### src/design/rc4_pkg.sv
package rc4_pkg;

	localparam int PERM_DEPTH = 256;

	typedef logic [7:0] byte_t;

	// Codes of the kind field.
	localparam logic KIND_KEY = 1'b0;
	localparam logic KIND_GEN = 1'b1;

	typedef enum logic [2:0] {
		ST_IDLE,
		ST_GEN_J,
		ST_GEN_A,
		ST_GEN_B,
		ST_KS_RD,
		ST_KS_J,
		ST_KS_WA,
		ST_KS_WB
	} state_t;

	// Request to the permutation memory: a read, a write and a clear.
	typedef struct packed {
		logic  re;
		byte_t raddr;
		logic  we;
		byte_t waddr;
		byte_t wdata;
		logic  clr;
	} perm_req_t;

endpackage

### src/design/rc4_perm_ram.sv
module rc4_perm_ram
	import rc4_pkg::*;
(
	input  logic      clk,
	input  logic      arst_n,
	input  perm_req_t req,
	output byte_t     rdata
);

	byte_t                 mem [PERM_DEPTH];
	logic [PERM_DEPTH-1:0] vld_q;
	byte_t                 rdata_q;
	byte_t                 raddr_q;
	logic                  rvld_q;

	always_ff @(posedge clk) begin
		if (req.we) begin
			mem[req.waddr] <= req.wdata;
		end
		if (req.re) begin
			rdata_q <= mem[req.raddr];
			raddr_q <= req.raddr;
		end
	end

	// An entry that has not been written since the last clear or reset reads as its own index.
	always_ff @(posedge clk or negedge arst_n) begin
		if (!arst_n) begin
			vld_q  <= '0;
			rvld_q <= 1'b0;
		end else begin
			if (req.clr) begin
				vld_q <= '0;
			end else if (req.we) begin
				vld_q[req.waddr] <= 1'b1;
			end
			if (req.re) begin
				rvld_q <= vld_q[req.raddr] & ~req.clr;
			end
		end
	end

	assign rdata = rvld_q ? rdata_q : raddr_q;

endmodule

### src/design/rc4_key_ram.sv
module rc4_key_ram
	import rc4_pkg::*;
#(
	parameter int DEPTH = 256,
	localparam int AW   = $clog2(DEPTH)
) (
	input  logic          clk,
	input  logic          we,
	input  logic [AW-1:0] waddr,
	input  byte_t         wdata,
	input  logic          re,
	input  logic [AW-1:0] raddr,
	output byte_t         rdata
);

	byte_t mem [DEPTH];
	byte_t rdata_q;

	always_ff @(posedge clk) begin
		if (we) begin
			mem[waddr] <= wdata;
		end
		if (re) begin
			rdata_q <= mem[raddr];
		end
	end

	assign rdata = rdata_q;

endmodule

### src/design/rc4_keystream_generator_top.sv
// Channel   Direction  Signals                                  Transfer
// input     in         in_valid, in_ready, kind, key_byte,      in_valid && in_ready
//                      key_last
// output    out        out_valid, out_ready, keystream_byte     out_valid && out_ready
//
// A key byte leaves the block idle and ready for the next item. A generate item runs
// through ST_GEN_J, ST_GEN_A and ST_GEN_B with in_ready low, and its result is
// registered as the block leaves ST_GEN_B. The single read port and single write port
// of the permutation memory set this order: three dependent reads (S[i], S[j], then
// the output entry), overlapped with the two writes of the swap. The last key byte starts
// the key schedule, 256 steps of ST_KS_RD to ST_KS_WB, during which in_ready is low.
// Reset restores the identity permutation at once through per-entry valid bits.
// A result that is not taken holds the next generate item in its last cycle.
module rc4_keystream_generator_top
	import rc4_pkg::*;
#(
	parameter int KEY_STORE_DEPTH = 256
) (
	input  logic  clk,
	input  logic  arst_n,
	input  logic  in_valid,
	output logic  in_ready,
	input  logic  kind,
	input  byte_t key_byte,
	input  logic  key_last,
	output logic  out_valid,
	input  logic  out_ready,
	output byte_t keystream_byte
);

	localparam int KA = $clog2(KEY_STORE_DEPTH);
	localparam int CW = $clog2(KEY_STORE_DEPTH + 1);

	state_t    state_q, state_nx;
	perm_req_t preq;
	byte_t     perm_rd;
	byte_t     key_rd;

	logic          key_we, key_re;
	logic [KA-1:0] key_waddr;

	byte_t         i_q, j_q, si_q, sj_q, t_q;
	byte_t         a_q, jj_q, sa_q;
	logic [KA-1:0] kpos_q;
	logic [CW-1:0] klen_q, kcnt_q;
	byte_t         ks_q;
	logic          out_valid_q;

	logic          accept, acc_key, acc_gen, key_fits, out_free;
	byte_t         jj_nx, j_nx, ks_nx;
	logic [CW-1:0] kpos_inc;

	assign accept   = in_valid && in_ready;
	assign acc_key  = accept && (kind == KIND_KEY);
	assign acc_gen  = accept && (kind == KIND_GEN);
	assign key_fits = kcnt_q < CW'(KEY_STORE_DEPTH);
	assign out_free = !out_valid_q || out_ready;
	assign jj_nx    = jj_q + perm_rd + key_rd;
	assign j_nx     = j_q + perm_rd;
	assign kpos_inc = CW'(kpos_q) + CW'(1);

	// After the swap S[j] holds the old S[i] and S[i] the old S[j].
	assign ks_nx = (t_q == j_q) ? si_q : ((t_q == i_q) ? sj_q : perm_rd);

	rc4_perm_ram u_perm (
		.clk   (clk),
		.arst_n(arst_n),
		.req   (preq),
		.rdata (perm_rd)
	);

	rc4_key_ram #(
		.DEPTH(KEY_STORE_DEPTH)
	) u_key (
		.clk  (clk),
		.we   (key_we),
		.waddr(key_waddr),
		.wdata(key_byte),
		.re   (key_re),
		.raddr(kpos_q),
		.rdata(key_rd)
	);

	always_comb begin
		state_nx = state_q;
		case (state_q)
			ST_IDLE: begin
				if (acc_gen) begin
					state_nx = ST_GEN_J;
				end else if (acc_key && key_last) begin
					state_nx = ST_KS_RD;
				end
			end
			ST_GEN_J: state_nx = ST_GEN_A;
			ST_GEN_A: state_nx = ST_GEN_B;
			ST_GEN_B: begin
				if (out_free) begin
					state_nx = ST_IDLE;
				end
			end
			ST_KS_RD: state_nx = ST_KS_J;
			ST_KS_J:  state_nx = ST_KS_WA;
			ST_KS_WA: state_nx = ST_KS_WB;
			ST_KS_WB: state_nx = (a_q == 8'hff) ? ST_IDLE : ST_KS_RD;
			default:  state_nx = ST_IDLE;
		endcase
	end

	always_comb begin
		preq      = '0;
		key_we    = 1'b0;
		key_waddr = kcnt_q[KA-1:0];
		key_re    = 1'b0;
		in_ready  = 1'b0;
		case (state_q)
			ST_IDLE: begin
				in_ready   = 1'b1;
				preq.re    = acc_gen;
				preq.raddr = i_q + 8'd1;
				key_we     = acc_key && key_fits;
				preq.clr   = acc_key && key_last;
			end
			ST_GEN_J: begin
				preq.re    = 1'b1;
				preq.raddr = j_nx;
			end
			ST_GEN_A: begin
				preq.we    = 1'b1;
				preq.waddr = i_q;
				preq.wdata = perm_rd;
				preq.re    = 1'b1;
				preq.raddr = si_q + perm_rd;
			end
			ST_GEN_B: begin
				preq.we    = 1'b1;
				preq.waddr = j_q;
				preq.wdata = si_q;
			end
			ST_KS_RD: begin
				preq.re    = 1'b1;
				preq.raddr = a_q;
				key_re     = 1'b1;
			end
			ST_KS_J: begin
				preq.re    = 1'b1;
				preq.raddr = jj_nx;
			end
			ST_KS_WA: begin
				preq.we    = 1'b1;
				preq.waddr = a_q;
				preq.wdata = perm_rd;
			end
			ST_KS_WB: begin
				preq.we    = 1'b1;
				preq.waddr = jj_q;
				preq.wdata = sa_q;
			end
			default: begin
				in_ready = 1'b0;
			end
		endcase
	end

	always_ff @(posedge clk or negedge arst_n) begin
		if (!arst_n) begin
			state_q     <= ST_IDLE;
			i_q         <= '0;
			j_q         <= '0;
			kcnt_q      <= '0;
			out_valid_q <= 1'b0;
		end else begin
			state_q <= state_nx;
			if (state_q == ST_GEN_B && out_free) begin
				out_valid_q <= 1'b1;
			end else if (out_valid_q && out_ready) begin
				out_valid_q <= 1'b0;
			end
			case (state_q)
				ST_IDLE: begin
					if (acc_gen) begin
						i_q <= i_q + 8'd1;
					end
					if (acc_key) begin
						if (key_last) begin
							kcnt_q <= '0;
							i_q    <= '0;
							j_q    <= '0;
						end else if (key_fits) begin
							kcnt_q <= kcnt_q + CW'(1);
						end
					end
				end
				ST_GEN_J: j_q <= j_nx;
				default: begin
					i_q <= i_q;
				end
			endcase
		end
	end

	// Payload registers of the sequencer.
	always_ff @(posedge clk) begin
		case (state_q)
			ST_IDLE: begin
				if (acc_key && key_last) begin
					klen_q <= key_fits ? kcnt_q + CW'(1) : kcnt_q;
					a_q    <= '0;
					jj_q   <= '0;
					kpos_q <= '0;
				end
			end
			ST_GEN_J: si_q <= perm_rd;
			ST_GEN_A: begin
				sj_q <= perm_rd;
				t_q  <= si_q + perm_rd;
			end
			ST_GEN_B: begin
				if (out_free) begin
					ks_q <= ks_nx;
				end
			end
			ST_KS_J: begin
				jj_q <= jj_nx;
				sa_q <= perm_rd;
			end
			ST_KS_WB: begin
				a_q    <= a_q + 8'd1;
				kpos_q <= (kpos_inc >= klen_q) ? '0 : kpos_inc[KA-1:0];
			end
			default: begin
				a_q <= a_q;
			end
		endcase
	end

	assign out_valid      = out_valid_q;
	assign keystream_byte = ks_q;

`ifndef NO_ASSERTIONS
	a_result_from_gen: assert property (@(posedge clk) disable iff (!arst_n)
		$rose(out_valid_q) |-> $past(state_q) == ST_GEN_B)
		else $error("result appeared without a generate swap");

	a_no_accept_in_schedule: assert property (@(posedge clk) disable iff (!arst_n)
		(state_q == ST_KS_RD || state_q == ST_KS_J || state_q == ST_KS_WA ||
		 state_q == ST_KS_WB) |-> !in_ready)
		else $error("input taken during key schedule");

	a_swap_order: assert property (@(posedge clk) disable iff (!arst_n)
		state_q == ST_GEN_B |-> ($past(state_q) == ST_GEN_A || $past(state_q) == ST_GEN_B))
		else $error("second swap write out of order");

	a_key_count_bound: assert property (@(posedge clk) disable iff (!arst_n)
		kcnt_q <= CW'(KEY_STORE_DEPTH))
		else $error("key count beyond store depth");
`endif

endmodule
### config.mk
export PLATFORM = sky130hd
export DESIGN_NAME = rc4_keystream_generator_top
export DESIGN_NICKNAME = d
export VERILOG_FILES = /design/src/design/rc4_pkg.sv /design/src/design/rc4_perm_ram.sv /design/src/design/rc4_key_ram.sv /design/src/design/rc4_keystream_generator_top.sv
export SDC_FILE = /design/constraint.sdc
export NUM_CORES = 2
export LEC_CHECK = 0
export ABC_AREA = 0
export BUFFER_PORTS_ARGS = -buffer_cell sky130_fd_sc_hd__clkbuf_2
export CAP_MARGIN = 20
export CELL_PAD_IN_SITES_DETAIL_PLACEMENT = 0
export CELL_PAD_IN_SITES_GLOBAL_PLACEMENT = 1
export CORE_UTILIZATION = 50
export DETAILED_ROUTE_END_ITERATION = 8
export HOLD_SLACK_MARGIN = 0.12
export MAX_ROUTING_LAYER = met4
export PLACE_DENSITY_LB_ADDON = 0.3
export SYNTH_ARGS = -nofsm -noshare
export SYNTH_HDL_FRONTEND = slang
export SYNTH_SLANG_ARGS = --single-unit
### constraint.sdc
create_clock -name clk -period 17.71 [get_ports clk]
set_clock_uncertainty 0.2 [all_clocks]
set_input_delay 0.8855 -clock clk [delete_from_list [all_inputs] [get_ports clk]]
set_output_delay 0.8855 -clock clk [all_outputs]
set_load 0.005 [all_outputs]
==> results.toml <==
[outcome]
outcome = "finished, final reports clean"

[global_routing]
busiest_layer = "met2"
grt_pass1_wl_mm = 730
overflow = 0
grt_pass1_vias = 98900
gr-usage-all-layers_pct = 28.8
met2_usage_pct = 43.8
use_met1_pct = 38.7
antenna_found_initial = 23
met3_usage_pct = 4.54
grt_max_degree = 226

[clock_tree]
clk_pin_slew_worst_paths_ns = 0.06
insertion_delay_ns = 1.02
numCtsBuffers = 449
cts_tree = "done"
clock-sinks = 4479
htreeDepth = 5
cts_root_buf = "clkbuf_16"
cts_setup_buffers = 0
clockBufferDepth = 4

[setup_path]
endpoint_kind = "register"
startpoint_type = "register"
slowest_delay_ns = 0.93
arrival_ns = 9.09
crit_top_cell = "nand3_1"
crit_type = "register to register"
slowest_stage = "o22ai_1"
crit_required_ns = 18.18
path_max_fanout = 225
path_cells = "mux2_2 -> inv_1 -> fa_1 -> inv_1 -> ha_1 -> fa_1 -> nand2_1 -> o211a_4 -> clkinv_16 -> buf_4 -> buf_12 -> buf_12 -> nand2_1 -> nand3_1 -> nand3_1 -> nand3_1 -> a32o_1 -> o22ai_1 -> a211oi_1"

[synthesis]
ys_seq_elements = 4479
async_flop_share_pct = 6.39
ys_seq_area_share_pct = 74.1
syn_nets = 11200
syn_inst = 11100
syn_area_per_cell_um2 = 16.2
synth_top_flop_cell = "edfxtp_1"
mappedNetlistArea_um2 = 180000
synth_warnings = 0
synth.distinct_cells = 88
synth_edf_count = 4193

[min_path]
min_path_type = "input port to register"

[finish]
fill_cells = 27500
final_cell_mix = "edfxtp_1 (4193), nand2_1 (1657), nor2_1 (1119)"
area_growth_pct = 11.3
nets = 11200
final_area_um2 = 200000
multi_input_area_um2 = 43300
drive_gt1_share_pct = 14.8
fin_util_pct = 56.0
layout_commonest_cell = "edfxtp_1"
seqCellArea_um2 = 133000

[sta]
period_share_pct = 48.7
setup_violations = 0
rsz0062_at_grt = "false"
worst_slack_ns = 9.09
post-route-min-period_ns = 8.62
hold_violations = 0
tightest_slew_ns = 1.27
max_slew_margin_pct = 14.1
fin_tns_setup_ns = 0
fmax_mhz = 116
slew_viol_final = 0

[floorplanning]
die_h_um = 601
core_um2 = 357000
die_w_um = 601
ios = 24
num_rows = 219
dieArea_um2 = 362000
initial_core_util_pct = 50.3

[routing]
antenna_left = 0
vias_per_cell = 6.30
dr.pass1.iters = 6
post-route-drc-count = 0
wl_per_cell_um = 31.3
vias = 103000
routed_wl_mm = 511
drt_iter0_drc = 14000

[place]
portBuffers = 23
hpwl_mm = 306
gp_congestion = 0.907
placed_area_um2 = 185000
pre_cts_slack_ns = 9.43

[power]
total_power_mw = 41.3
power_density_nw_per_um2 = 207
irDropWorstVdd_uv = 473
power_leakage_nw = 66.2

[run]
max-cap-violations = 0
==> sequential cells by signal (all words and copies together) (netlist names), 3 cells and up <==
signal	cells
si_q	8
a_q	8
klen_q	9
t_q	8
u_perm.raddr_q	8
state_q	3
kcnt_q	9
jj_q	8
kpos_q	8
u_perm.vld_q	256
sa_q	8
sj_q	8
i_q	8
j_q	8
u_perm.rdata_q	8
u_perm.mem	2048
keystream_byte	8
u_key.rdata	8
u_key.mem	2048
==> stage by stage <==
stage / hold slack, ns / instances
2_1_floorplan: 0.257 / 11100
3_3_place_gp: 0.276 / 15400
3_5_place_dp: 0.283 / 15400
4_1_cts: 0.254 / 16300
5_1_grt: 0.149 / 16300
6_report: 0.181 / 16300
==> logic make-up (layout without fill, tap and decap cells) <==
family | after synthesis | in the layout | synth area share (%)
AOI/OAI and AO/OA | 835 | 835 | 3.28
xor gates and xnor gates | 53 | 53 | 0.266
adders and majority gates | 46 | 46 | 0.362
buffers and inverters | 757 | 1197 | 1.92
DFF | 4479 | 4479 | 74.1
muxes | 1154 | 1154 | 11.2
other | 0 | 11 | 0
and+or+nand+nor | 3792 | 3792 | 8.84
==> power breakdown <==
group / total [mW] / leakage [nW] / internal (mW) / switching, mW
clock network: 9.47 / 7.14 / 5.40 / 4.07
registers: 13.7 / 41.3 / 13.4 / 0.310
logic: 18.2 / 17.7 / 4.96 / 13.2
==> layout make-up <==
class,instances,area share (%)
Clock inverter,276,1.36
Multi-Input combinational cell,5880,21.7
Inverter,53,0.126
Timing Repair Buffer,302,1.31
Clock buffer,566,5.97
Sequential cell,4479,66.6
Antenna cell,11,0.0138
Tap cell,4751,2.97
==> path summary, 6_finish.rpt <==
path                       cells past startpoint                          start                            end  slack, ns
max                                           19      u_perm.rvld_q$_DFFE_PN0P_    u_perm.rdata_q[2]$_DFFE_PP_       9.09
min                                            1                    key_byte[5]    u_key.mem[149][5]$_DFFE_PP_       0.18
max reg2reg                                   19      u_perm.rvld_q$_DFFE_PN0P_    u_perm.rdata_q[2]$_DFFE_PP_       9.09
min reg2reg                                    2  u_perm.vld_q[159]$_DFFE_PN0P_  u_perm.vld_q[159]$_DFFE_PN0P_       0.30
max in group asynchronous                      3                         arst_n   u_perm.vld_q[70]$_DFFE_PN0P_      15.46
min in group asynchronous                      2                         arst_n   u_perm.vld_q[60]$_DFFE_PN0P_       0.36
==> timing repair <==
item,4_1_cts,5_1_grt
endpoints found under the hold margin,83,0
hold buffers,5,0
gates resized for setup,0,0
==> Yosys cell counts, drive strengths merged, types with 13 or more instances <==
| master | number | area, um2 |
|---|---|---|
| a211oi | 30 | 230 |
| a21o | 17 | 128 |
| a21oi | 238 | 1190 |
| a221o | 23 | 230 |
| a22oi | 13 | 111 |
| a311o | 13 | 130 |
| a311oi | 64 | 561 |
| a31oi | 73 | 457 |
| a32oi | 76 | 666 |
| and3 | 93 | 582 |
| buf | 376 | 2000 |
| clkbuf | 328 | 1230 |
| dfrtp | 286 | 7160 |
| edfxtp | 4193 | 126000 |
| ha | 36 | 450 |
| inv | 53 | 211 |
| mux2 | 24 | 270 |
| mux2i | 441 | 4410 |
| mux4 | 689 | 15500 |
| nand2 | 1660 | 6230 |
| nand3 | 739 | 3700 |
| nand4 | 46 | 288 |
| nor2 | 1129 | 4250 |
| nor2b | 23 | 144 |
| nor3 | 30 | 166 |
| nor4 | 18 | 119 |
| o2111ai | 28 | 245 |
| o211ai | 32 | 240 |
| o21ai | 70 | 350 |
| o22ai | 24 | 150 |
| o311ai | 14 | 123 |
| o31ai | 20 | 150 |
| xnor2 | 21 | 184 |
| xor2 | 31 | 272 |
==> layer usage <==
metal / wire length [um] / vias up
li1: - / 42900
met1: 199000 / 53300
met2: 240000 / 5525
met3: 46300 / 1048
met4: 25700 / 0
met5: 0 / -
==> worst max-delay path, delay by kind of cell (launching register included) <==
| kind | cells | cell delay (ns) |
|---|---|---|
| buffers and inverters | 6 | 2.21 |
| AND/OR/NAND/NOR | 5 | 1.01 |
| flip-flops | 1 | 0.50 |
| multiplexers | 1 | 0.43 |
| adder cells (fa/ha/maj) | 3 | 1.23 |
| AO/OA/AOI/OAI | 4 | 2.13 |
Power figures use the tool's default switching activity.
